$ cat config.mk
export PLATFORM = sky130hd
export DESIGN_NAME = paged_frame_allocator_unit
export DESIGN_NICKNAME = d
export VERILOG_FILES = /design/src/pfa_pkg.sv /design/src/pfa_ram.sv /design/src/pfa_ctrl.sv /design/src/pfa_dp.sv /design/src/paged_frame_allocator_unit.sv
export SDC_FILE = /design/constraint.sdc
export NUM_CORES = 2
export LEC_CHECK = 0
export BUFFER_PORTS_ARGS = -buffer_cell sky130_fd_sc_hd__buf_4
export CORE_ASPECT_RATIO = 0.8
export CORE_UTILIZATION = 25
export DETAILED_ROUTE_END_ITERATION = 6
export HOLD_SLACK_MARGIN = 0.03
export PLACE_DENSITY = 0.48
export SYNTH_ARGS = -nofsm -noshare
export SYNTH_HDL_FRONTEND = slang
export SYNTH_SLANG_ARGS = --single-unit
$ cat constraint.sdc
create_clock -name i_clk -period 17.6 [get_ports i_clk]
set_input_delay 4.4 -clock i_clk [delete_from_list [all_inputs] [get_ports i_clk]]
set_output_delay 4.4 -clock i_clk [all_outputs]
set_load 0.03 [all_outputs]
$ cat src/pfa_pkg.sv
// Package for the paged frame allocator: transfer payload types, request and
// status codes, register map and the command/status structs between the
// controller and the datapath. Depends on nothing.
package pfa_pkg;

    // Request kinds.
    localparam logic [1:0] KIND_ALLOC    = 2'd0;
    localparam logic [1:0] KIND_DEALLOC  = 2'd1;
    localparam logic [1:0] KIND_PAGE_IN  = 2'd2;
    localparam logic [1:0] KIND_PAGE_OUT = 2'd3;

    // Result status codes.
    localparam logic [2:0] ST_OK        = 3'd0;
    localparam logic [2:0] ST_NO_FRAME  = 3'd1;
    localparam logic [2:0] ST_TOO_MANY  = 3'd2;
    localparam logic [2:0] ST_NO_PROC   = 3'd3;
    localparam logic [2:0] ST_PAGE_OOR  = 3'd4;

    // Register map and reset values.
    localparam logic REG_FRAME_BYTES   = 1'b0;
    localparam logic REG_FRAMES_IN_USE = 1'b1;
    localparam logic [16:0] FRAME_BYTES_RST   = 17'd16;
    localparam logic [6:0]  FRAMES_IN_USE_RST = 7'd64;

    typedef struct packed {
        logic [1:0]  kind;
        logic [3:0]  process_slot;
        logic [20:0] request_bytes;
        logic [3:0]  page_index;
    } t_req;

    typedef struct packed {
        logic [2:0]  status;
        logic [5:0]  mapped_frame;
        logic [4:0]  pages_held;
        logic [6:0]  frames_used;
        logic [31:0] paged_in_total;
        logic [31:0] paged_out_total;
    } t_rsp;

    // Commands from the controller to the datapath.
    typedef struct packed {
        logic       load;
        logic       clr_scan;
        logic       div_step;
        logic       cntf_step;
        logic       cnto_step;
        logic       drop_step;
        logic       drop_end;
        logic       claim_step;
        logic       claim_end;
        logic       use_page;
        logic       pg_use;
        logic       pin_step;
        logic       finish;
        logic [2:0] code;
    } t_cmd;

    // Status from the datapath to the controller.
    typedef struct packed {
        logic [1:0] kind;
        logic       slot_bad;
        logic       present;
        logic       page_bad;
        logic       rem_zero;
        logic       too_many;
        logic       f_end;
        logic       f_free;
        logic       i_end;
        logic       claim_done;
        logic       short_frames;
        logic       ent_valid;
    } t_sts;

endpackage

$ cat src/pfa_ram.sv
// Generic single-write, single-read RAM with a registered read port.
// Depends on nothing.
module pfa_ram #(
    parameter int WIDTH = 7,
    parameter int DEPTH = 256
) (
    input  logic                                    i_clk,
    input  logic                                    i_we,
    input  logic [((DEPTH > 1) ? $clog2(DEPTH) : 1)-1:0] i_waddr,
    input  logic [WIDTH-1:0]                        i_wdata,
    input  logic [((DEPTH > 1) ? $clog2(DEPTH) : 1)-1:0] i_raddr,
    output logic [WIDTH-1:0]                        o_rdata
);
    logic [WIDTH-1:0] r_mem [DEPTH];
    logic [WIDTH-1:0] r_rdata;

    // Write port and registered read port.
    always_ff @(posedge i_clk) begin
        if (i_we) begin
            r_mem[i_waddr] <= i_wdata;
        end
        r_rdata <= r_mem[i_raddr];
    end

    assign o_rdata = r_rdata;
endmodule

$ cat src/pfa_ctrl.sv
// Controller state machine of the paged frame allocator. It sequences the
// datapath through commands and reads its status. Depends on pfa_pkg.
module pfa_ctrl (
    input  logic          i_clk,
    input  logic          i_rst_n,
    input  logic          i_start,
    input  pfa_pkg::t_sts i_sts,
    output pfa_pkg::t_cmd o_cmd,
    output logic          o_busy
);
    localparam logic [3:0] S_IDLE     = 4'd0;
    localparam logic [3:0] S_DEC      = 4'd1;
    localparam logic [3:0] S_DIV      = 4'd2;
    localparam logic [3:0] S_CNTF     = 4'd3;
    localparam logic [3:0] S_CNTO_RD  = 4'd4;
    localparam logic [3:0] S_CNTO_USE = 4'd5;
    localparam logic [3:0] S_CHK      = 4'd6;
    localparam logic [3:0] S_DROP_RD  = 4'd7;
    localparam logic [3:0] S_DROP_USE = 4'd8;
    localparam logic [3:0] S_CLAIM    = 4'd9;
    localparam logic [3:0] S_PG_RD    = 4'd10;
    localparam logic [3:0] S_PG_USE   = 4'd11;
    localparam logic [3:0] S_PIN_SCAN = 4'd12;
    localparam logic [3:0] S_DONE     = 4'd13;

    logic [3:0] r_state, n_state;
    logic [2:0] r_code, n_code;
    pfa_pkg::t_cmd cmd;

    // Next state and commands.
    always_comb begin
        n_state = r_state;
        n_code  = r_code;
        cmd     = '0;
        case (r_state)
            S_IDLE: begin
                if (i_start) begin
                    cmd.load = 1'b1;
                    n_code   = pfa_pkg::ST_OK;
                    n_state  = S_DEC;
                end
            end
            S_DEC: begin
                if (i_sts.slot_bad) begin
                    n_code  = pfa_pkg::ST_NO_PROC;
                    n_state = S_DONE;
                end else if (i_sts.kind == pfa_pkg::KIND_ALLOC) begin
                    n_state = S_DIV;
                end else if (!i_sts.present) begin
                    n_code  = pfa_pkg::ST_NO_PROC;
                    n_state = S_DONE;
                end else if (i_sts.kind == pfa_pkg::KIND_DEALLOC) begin
                    n_state = S_DROP_RD;
                end else if (i_sts.page_bad) begin
                    n_code  = pfa_pkg::ST_PAGE_OOR;
                    n_state = S_DONE;
                end else begin
                    cmd.use_page = 1'b1;
                    n_state      = S_PG_RD;
                end
            end
            S_DIV: begin
                if (i_sts.too_many) begin
                    n_code  = pfa_pkg::ST_TOO_MANY;
                    n_state = S_DONE;
                end else if (i_sts.rem_zero) begin
                    n_state = S_CNTF;
                end else begin
                    cmd.div_step = 1'b1;
                end
            end
            S_CNTF: begin
                if (i_sts.f_end) begin
                    n_state = i_sts.present ? S_CNTO_RD : S_CHK;
                end else begin
                    cmd.cntf_step = 1'b1;
                end
            end
            S_CNTO_RD: begin
                n_state = i_sts.i_end ? S_CHK : S_CNTO_USE;
            end
            S_CNTO_USE: begin
                cmd.cnto_step = 1'b1;
                n_state       = S_CNTO_RD;
            end
            S_CHK: begin
                if (i_sts.short_frames) begin
                    n_code  = pfa_pkg::ST_NO_FRAME;
                    n_state = S_DONE;
                end else begin
                    cmd.clr_scan = 1'b1;
                    n_state      = S_DROP_RD;
                end
            end
            S_DROP_RD: begin
                if (i_sts.i_end) begin
                    cmd.drop_end = 1'b1;
                    cmd.clr_scan = 1'b1;
                    n_state      = (i_sts.kind == pfa_pkg::KIND_ALLOC) ? S_CLAIM : S_DONE;
                end else begin
                    n_state = S_DROP_USE;
                end
            end
            S_DROP_USE: begin
                cmd.drop_step = 1'b1;
                n_state       = S_DROP_RD;
            end
            S_CLAIM: begin
                if (i_sts.claim_done) begin
                    cmd.claim_end = 1'b1;
                    n_state       = S_DONE;
                end else begin
                    cmd.claim_step = 1'b1;
                end
            end
            S_PG_RD: begin
                cmd.use_page = 1'b1;
                n_state      = S_PG_USE;
            end
            S_PG_USE: begin
                cmd.use_page = 1'b1;
                cmd.pg_use   = 1'b1;
                if (i_sts.kind == pfa_pkg::KIND_PAGE_IN && !i_sts.ent_valid) begin
                    n_state = S_PIN_SCAN;
                end else begin
                    n_state = S_DONE;
                end
            end
            S_PIN_SCAN: begin
                cmd.use_page = 1'b1;
                cmd.pin_step = 1'b1;
                if (i_sts.f_end) begin
                    n_code  = pfa_pkg::ST_NO_FRAME;
                    n_state = S_DONE;
                end else if (i_sts.f_free) begin
                    n_state = S_DONE;
                end
            end
            S_DONE: begin
                cmd.finish = 1'b1;
                cmd.code   = r_code;
                n_state    = S_IDLE;
            end
            default: begin
                n_state = S_IDLE;
            end
        endcase
    end

    // State registers.
    always_ff @(posedge i_clk) begin
        if (!i_rst_n) begin
            r_state <= S_IDLE;
            r_code  <= pfa_pkg::ST_OK;
        end else begin
            r_state <= n_state;
            r_code  <= n_code;
        end
    end

    assign o_cmd  = cmd;
    assign o_busy = (r_state != S_IDLE);
endmodule

$ cat src/pfa_dp.sv
// Datapath of the paged frame allocator: frame bitmap, page table memory,
// table lengths, counters and the result register. Depends on pfa_pkg, pfa_ram.
module pfa_dp #(
    parameter int FRAMES    = 64,
    parameter int PROCESSES = 16,
    parameter int MAX_PAGES = 16
) (
    input  logic          i_clk,
    input  logic          i_rst_n,
    input  logic [16:0]   i_frame_bytes,
    input  logic [6:0]    i_frames_in_use,
    input  pfa_pkg::t_req i_req,
    input  pfa_pkg::t_cmd i_cmd,
    output pfa_pkg::t_sts o_sts,
    output pfa_pkg::t_rsp o_rsp,
    output logic          o_rsp_valid
);
    localparam int FW    = $clog2(FRAMES);
    localparam int CW    = $clog2(FRAMES + 1);
    localparam int PW    = (PROCESSES > 1) ? $clog2(PROCESSES) : 1;
    localparam int LW    = $clog2(MAX_PAGES + 1);
    localparam int PGW   = $clog2(MAX_PAGES + 2);
    localparam int DEPTH = PROCESSES * MAX_PAGES;
    localparam int AW    = (DEPTH > 1) ? $clog2(DEPTH) : 1;
    localparam int EW    = FW + 1;
    localparam int LMW   = (CW > 7) ? CW : 7;

    // Request registers.
    logic [1:0]     r_kind;
    logic [3:0]     r_slot;
    logic [3:0]     r_page;
    logic [20:0]    r_rem;
    logic [PGW-1:0] r_pages;
    logic [CW-1:0]  r_avail;
    logic [CW-1:0]  r_f;
    logic [LW-1:0]  r_i;
    logic [FW-1:0]  r_mapped;
    pfa_pkg::t_rsp  r_rsp;

    // Allocator state.
    logic [FRAMES-1:0]    r_busy;
    logic [CW-1:0]        r_busy_cnt;
    logic [LW-1:0]        r_len [PROCESSES];
    logic [PROCESSES-1:0] r_present;
    logic [31:0]          r_in_cnt;
    logic [31:0]          r_out_cnt;
    logic                 r_valid;

    logic [PW-1:0]  slot_idx;
    logic           slot_bad;
    logic [LW-1:0]  cur_len;
    logic [16:0]    fb;
    logic [LMW-1:0] fiu_x;
    logic [CW-1:0]  lim;
    logic [FW-1:0]  f_idx;
    logic           f_free;
    logic           f_end;
    logic [AW-1:0]  addr;
    logic [EW-1:0]  ram_q;
    logic           ent_valid;
    logic [FW-1:0]  ent_frame;
    logic           take_claim;
    logic           take_pin;
    logic           take_out;
    logic           take_drop;
    logic           rel_en;
    logic           ram_we;
    logic [EW-1:0]  ram_wdata;

    // Decode of the held request and of the configuration.
    assign slot_idx  = PW'(r_slot);
    assign slot_bad  = (32'(r_slot) >= PROCESSES);
    assign cur_len   = r_len[slot_idx];
    assign fb        = (i_frame_bytes == 17'd0) ? 17'd1 : i_frame_bytes;
    assign fiu_x     = LMW'(i_frames_in_use);
    assign lim       = (fiu_x > LMW'(FRAMES)) ? CW'(FRAMES) : CW'(fiu_x);
    assign f_idx     = r_f[FW-1:0];
    assign f_end     = (r_f >= lim);
    assign f_free    = !r_busy[f_idx];
    assign addr      = AW'(slot_idx) * AW'(MAX_PAGES)
                     + (i_cmd.use_page ? AW'(r_page) : AW'(r_i));
    assign ent_valid = ram_q[FW];
    assign ent_frame = ram_q[FW-1:0];

    // Actions that depend on the data seen in this cycle.
    assign take_claim = i_cmd.claim_step && f_free;
    assign take_pin   = i_cmd.pin_step && !f_end && f_free;
    assign take_out   = i_cmd.pg_use && (r_kind == pfa_pkg::KIND_PAGE_OUT) && ent_valid;
    assign take_drop  = i_cmd.drop_step && ent_valid;
    assign rel_en     = (take_out || take_drop) && r_busy[ent_frame];
    assign ram_we     = take_claim || take_pin || take_out;
    assign ram_wdata  = take_out ? {1'b0, ent_frame} : {1'b1, f_idx};

    pfa_ram #(
        .WIDTH (EW),
        .DEPTH (DEPTH)
    ) u_table (
        .i_clk   (i_clk),
        .i_we    (ram_we),
        .i_waddr (addr),
        .i_wdata (ram_wdata),
        .i_raddr (addr),
        .o_rdata (ram_q)
    );

    // Control state: bitmap, lengths, counters and the result strobe.
    always_ff @(posedge i_clk) begin
        if (!i_rst_n) begin
            r_busy     <= '0;
            r_busy_cnt <= '0;
            r_present  <= '0;
            r_in_cnt   <= '0;
            r_out_cnt  <= '0;
            r_valid    <= 1'b0;
            for (int k = 0; k < PROCESSES; k++) begin
                r_len[k] <= '0;
            end
        end else begin
            r_valid <= i_cmd.finish;
            if (take_claim || take_pin) begin
                r_busy[f_idx] <= 1'b1;
                r_busy_cnt    <= r_busy_cnt + CW'(1);
            end else if (rel_en) begin
                r_busy[ent_frame] <= 1'b0;
                r_busy_cnt        <= r_busy_cnt - CW'(1);
            end
            if (take_pin) begin
                r_in_cnt <= r_in_cnt + 32'd1;
            end
            if (take_out) begin
                r_out_cnt <= r_out_cnt + 32'd1;
            end
            if (i_cmd.drop_end) begin
                r_len[slot_idx]     <= '0;
                r_present[slot_idx] <= 1'b0;
            end else if (i_cmd.claim_end) begin
                r_len[slot_idx]     <= LW'(r_pages);
                r_present[slot_idx] <= 1'b1;
            end
        end
    end

    // Working registers of the current request.
    always_ff @(posedge i_clk) begin
        if (i_cmd.load) begin
            r_kind   <= i_req.kind;
            r_slot   <= i_req.process_slot;
            r_page   <= i_req.page_index;
            r_rem    <= i_req.request_bytes;
            r_pages  <= '0;
            r_avail  <= '0;
            r_f      <= '0;
            r_i      <= '0;
            r_mapped <= '0;
        end else begin
            // Page count by repeated subtraction of the frame size.
            if (i_cmd.div_step) begin
                r_pages <= r_pages + PGW'(1);
                r_rem   <= (r_rem <= 21'(fb)) ? 21'd0 : r_rem - 21'(fb);
            end
            // Free frames below the limit, then frames the process gives back.
            if ((i_cmd.cntf_step && f_free)
                || (i_cmd.cnto_step && ent_valid && (CW'(ent_frame) < lim))) begin
                r_avail <= r_avail + CW'(1);
            end
            if (i_cmd.clr_scan) begin
                r_f <= '0;
                r_i <= '0;
            end else begin
                if (i_cmd.cntf_step || i_cmd.claim_step
                    || (i_cmd.pin_step && !f_free)) begin
                    r_f <= r_f + CW'(1);
                end
                if (i_cmd.cnto_step || i_cmd.drop_step || take_claim) begin
                    r_i <= r_i + LW'(1);
                end
            end
            if (i_cmd.pg_use && (r_kind == pfa_pkg::KIND_PAGE_IN) && ent_valid) begin
                r_mapped <= ent_frame;
            end else if (take_pin) begin
                r_mapped <= f_idx;
            end
        end
        // Result register.
        if (i_cmd.finish) begin
            r_rsp.status          <= i_cmd.code;
            r_rsp.mapped_frame    <= 6'(r_mapped);
            r_rsp.pages_held      <= slot_bad ? 5'd0 : 5'(cur_len);
            r_rsp.frames_used     <= 7'(r_busy_cnt);
            r_rsp.paged_in_total  <= r_in_cnt;
            r_rsp.paged_out_total <= r_out_cnt;
        end
    end

    // Status towards the controller.
    always_comb begin
        o_sts              = '0;
        o_sts.kind         = r_kind;
        o_sts.slot_bad     = slot_bad;
        o_sts.present      = r_present[slot_idx];
        o_sts.page_bad     = (32'(r_page) >= 32'(cur_len)) || (32'(r_page) >= MAX_PAGES);
        o_sts.rem_zero     = (r_rem == 21'd0);
        o_sts.too_many     = (32'(r_pages) > MAX_PAGES);
        o_sts.f_end        = f_end;
        o_sts.f_free       = f_free;
        o_sts.i_end        = (r_i >= cur_len);
        o_sts.claim_done   = (PGW'(r_i) == r_pages);
        o_sts.short_frames = (32'(r_avail) < 32'(r_pages));
        o_sts.ent_valid    = ent_valid;
    end

    assign o_rsp       = r_rsp;
    assign o_rsp_valid = r_valid;
endmodule

$ cat src/paged_frame_allocator_unit.sv
// Top level of the paged frame allocator: APB register file, controller and
// datapath. Depends on pfa_pkg, pfa_ctrl, pfa_dp.
//
// One request is taken when start is high and busy is low. Its single result
// appears for one cycle on o_rsp with o_result_valid, in the first cycle in
// which busy is low again, and cannot be held off. Time is set by the
// one-frame-per-cycle scan of the frame bitmap, the repeated subtraction that
// counts pages and the walk of the page table memory, with a read state and a
// use state per entry. An allocation counts its pages, scans the frames below
// the limit for free ones and, for a present process, walks its old table to
// count the frames it gives back; it then frees that table and claims its
// frames. An allocation refused for lack of frames stops before freeing, and
// one asking for too many pages stops while counting them. Page in scans the
// frames below the limit for a free one only when the page is not mapped.
// Page out reads one entry, deallocate walks the table, and an absent
// process or a page out of range ends after decode. No clearing pass runs
// after reset: table entries beyond a process's length are never read.
module paged_frame_allocator_unit #(
    parameter int FRAMES    = 64,
    parameter int PROCESSES = 16,
    parameter int MAX_PAGES = 16
) (
    input  logic          i_clk,
    input  logic          i_rst_n,
    input  logic          psel,
    input  logic          penable,
    input  logic          pwrite,
    input  logic [2:0]    paddr,
    input  logic [31:0]   pwdata,
    output logic [31:0]   prdata,
    output logic          pready,
    input  logic          start,
    output logic          busy,
    input  pfa_pkg::t_req i_req,
    output pfa_pkg::t_rsp o_rsp,
    output logic          o_result_valid
);
    logic [16:0]   r_frame_bytes;
    logic [6:0]    r_frames_in_use;
    pfa_pkg::t_cmd cmd;
    pfa_pkg::t_sts sts;
    logic          ctrl_busy;

    // Configuration register writes.
    always_ff @(posedge i_clk) begin
        if (!i_rst_n) begin
            r_frame_bytes   <= pfa_pkg::FRAME_BYTES_RST;
            r_frames_in_use <= pfa_pkg::FRAMES_IN_USE_RST;
        end else if (psel && penable && pwrite) begin
            if (paddr[2] == pfa_pkg::REG_FRAME_BYTES) begin
                r_frame_bytes <= pwdata[16:0];
            end else begin
                r_frames_in_use <= pwdata[6:0];
            end
        end
    end

    // Register read-back.
    assign prdata = (paddr[2] == pfa_pkg::REG_FRAMES_IN_USE) ? 32'(r_frames_in_use)
                                                             : 32'(r_frame_bytes);
    assign pready = 1'b1;

    pfa_ctrl u_ctrl (
        .i_clk   (i_clk),
        .i_rst_n (i_rst_n),
        .i_start (start),
        .i_sts   (sts),
        .o_cmd   (cmd),
        .o_busy  (ctrl_busy)
    );

    pfa_dp #(
        .FRAMES    (FRAMES),
        .PROCESSES (PROCESSES),
        .MAX_PAGES (MAX_PAGES)
    ) u_dp (
        .i_clk           (i_clk),
        .i_rst_n         (i_rst_n),
        .i_frame_bytes   (r_frame_bytes),
        .i_frames_in_use (r_frames_in_use),
        .i_req           (i_req),
        .i_cmd           (cmd),
        .o_sts           (sts),
        .o_rsp           (o_rsp),
        .o_rsp_valid     (o_result_valid)
    );

    assign busy = ctrl_busy;
endmodule

==> results.yml <==
grt:
  grt_overflow: 0
  grt_pass1_wl_um: 376000
  grt_pass1_vias: 52500
  grt.total_usage_pct: 14.1
  antenna_found_initial: 21
  grt_max_degree: 185
critical_path:
  critPathLaunchType: "primary input"
  cp.arrival_ns: 5.37
  crit_path_end_kind: "primary output"
  crit_type: "primary input to primary output"
  reg2reg_slack_ns: 8.40
  r2r_cells: 17
  reg2reg_to: "u_dp.u_table.o_rdata[3]"
  required_ns: 13.20
  cp_max_fo: 26
timing:
  relSlewSlack_pct: 6.07
  setup_ws_ns: 7.83
  fin_skew_ns: 0.0799
  rsz0062_at_grt: "no"
  drv_slew: 0
  whs_ns: 0.440
  final-hold-violation-count: 0
  max_freq_mhz: 102
  finalSetupTns_ns: 0
  timing.final.crit_period_ns: 9.77
  fin_crit_sh_pct: 55.5
  final-setup-viol-count: 0
  max_slew.worst_pin.slew_ns: 1.40
detailed_routing:
  drt_iter0_drc: 6016
  ant_nets: 0
  num_vias: 54100
  viasPerCell: 5.03
  drc: 0
  routed_wl_um: 261000
  dr.pass1.iters: 6
  post_drt_wl_per_cell_um: 24.2
power:
  p_int_mw: 9.13
  p_seq_share_pct: 45.5
  totalPowerFinal_mw: 13.2
  comb_power_share_pct: 21.2
  p_switching_mw: 4.05
  power.share.clock_pct: 33.3
  swShare_pct: 30.7
  pwr_density_cell_nw_per_um2: 131
  peakVddDrop_uv: 95.9
  leakage_nw: 29.5
clock_network:
  clockRootBuffer: "clkbuf_16"
  clk_path_buf_depth: 4
  cts_setup_buffers: 0
  ctsHtreeMaxLevel: 4
  clk_latency_ns: 0.89
  cts_buffers: 212
  clk_pin_slew_ns: 0.06
  cts_hold_buf: 0
  cts_resized: 0
  cts.sinks: 2212
  tritoncts: "yes"
logic_synthesis:
  ys_ff_latch: 2212
  synth_seq_area_share_pct: 73.0
  synth.most_common_cell: "edfxtp_1"
  yosys-top-cells-area: "edfxtp_1 (68%), dfxtp_1 (5.1%), a22o_1 (3.3%), a221oi_1 (3.0%), nor2_1 (2.2%)"
  synthCells: 5949
  yosysWarnings: 0
  syn_area_per_cell_um2: 14.8
  synth_area_um2: 87900
  async_reset_ff_share_pct: 0
  synth_edf_count: 1988
  synth_top_area_share_pct: 67.9
  synth_top_area_cell: "edfxtp_1"
  synthDistinctLibCells: 80
  synth_flop_cell: "edfxtp_1"
  ys_top_cells_by_count: "edfxtp_1 (1988), nor2_1 (509), a22o_1 (328)"
placed_design:
  numPortBuffers: 158
  placed_cells: 10400
  hpwl_um: 155000
  pre_cts_slack_ns: 7.87
  routabilityCongestion: 0.816
  placed_cell_area_um2: 94200
finish:
  area_growth_pct: 14.5
  drive_gt1_share_pct: 10.9
  fillers: 35000
  fin_cells: 10800
  final_area_um2: 101000
  finalCoreUtilization_pct: 28.8
  nNetsFinal: 6131
floorplanning:
  dieArea_um2: 354000
  rows: 194
  die_h_um: 532
  num_io_pins: 192
  core_area_um2: 350000
  die_width_um: 665
  floorplan.initialDensity_pct: 25.1
hold_path:
  hp-start: "u_dp.r_mapped[1]"
  min_to: "u_dp.o_rsp[77]"
  min_path_cells: 0
  holdCritPathClass: "register to register"
run:
  maxCapViolations: 0
run_status:
  status: "finished clean"
worst max path at each step:
| stage | startpoint | end | slack [ns] | depth (start not counted) |
|---|---|---|---|---|
| 3_3_place_gp | paddr[2] | prdata[4] | 7.89 | 3 |
| 5_1_grt | paddr[2] | prdata[1] | 7.84 | 3 |
| 3_5_place_dp | paddr[2] | prdata[4] | 7.87 | 3 |
| 6_report | paddr[2] | prdata[4] | 7.83 | 3 |
| 4_1_cts | paddr[2] | prdata[4] | 7.87 | 3 |
| 2_1_floorplan | u_ctrl.r_state[1] | u_dp.u_table.r_mem[0][2] | 2.15 | 7 |
registers in the layout, summed over array words and instances, names as in the netlist, 4 cells and up, named ones only:
name,cells
u_dp.u_table.r_mem,1792
u_dp.o_rsp,85
u_dp.r_len,80
u_dp.r_busy,64
u_dp.r_in_cnt,32
u_dp.r_out_cnt,32
u_dp.r_rem,21
r_frame_bytes,17
r_frames_in_use,7
u_dp.r_avail,7
u_dp.r_busy_cnt,7
u_dp.r_f,7
u_dp.u_table.o_rdata,7
u_dp.r_mapped,6
u_dp.r_i,5
u_dp.r_pages,5
u_ctrl.r_state,4
u_dp.r_page,4
u_dp.r_slot,4
area by class of cell:
cell class / count / area [µm²] / share of cell area, %
Clock buffer: 276 / 5670 / 5.63
Multi-Input combinational cell: 3199 / 21700 / 21.6
Clock inverter: 93 / 729 / 0.725
Antenna cell: 3 / 7.51 / 0.00746
Tap cell: 4606 / 5760 / 5.73
Inverter: 101 / 389 / 0.387
Sequential cell: 2212 / 64200 / 63.8
Timing Repair Buffer: 275 / 2190 / 2.18
layout by cell type, fill, tap and decap left out, drive strengths merged, types with 36 or more instances in the layout:
cell type  count
a22o         328
buf          275
o31ai        136
a221oi       301
nor4          36
o21ai        149
xor2          43
ha            56
a21oi        248
clkinv        71
inv          107
mux4          43
nor2         510
dfxtp        224
xnor2         46
mux2i         36
o2111ai       38
nor3          88
edfxtp      1988
o22ai        138
nand2        284
a22oi        239
nand3         59
clkbuf       276
kinds of logic after synthesis:
family / after synthesis / synth area share [%]
AOI/OAI and AO/OA: 1764 / 14.9
and+or+nand+nor: 1184 / 6.07
DFF: 2212 / 73.0
adders and majority gates: 58 / 0.843
muxes: 88 / 1.63
buffers and inverters: 552 / 2.63
xor gates and xnor gates: 89 / 0.887
other: 2 / 0.00855
per-layer routing:
metal | part of all wire [%] | track usage (%) | wire, µm | up-vias
li1 | - | - | - | 23900
met1 | 48 | 21.5 | 124000 | 28000
met2 | 44 | 21.0 | 113000 | 1949
met3 | 7.0 | 2.35 | 18200 | 315
met4 | 1.8 | 2.84 | 4770 | 6
met5 | 0.012 | 0 | 32 | -
critical path: stages:
cell     delay (ns)
buf_4          0.21
o21ai_0        0.49
buf_4          0.26
power by group through the flow:
stage | Sequential, mW | Clock [mW] | Combinational (mW)
floorplan | 6.10 | 0 | 1.80
global placement | 6.10 | 0 | 2.79
detailed placement | 6.10 | 0 | 2.80
CTS | 5.99 | 4.48 | 2.80
global route | 6.00 | 4.67 | 3.01
finish | 5.99 | 4.39 | 2.80
Note: power is estimated with default switching activity, not from simulation.
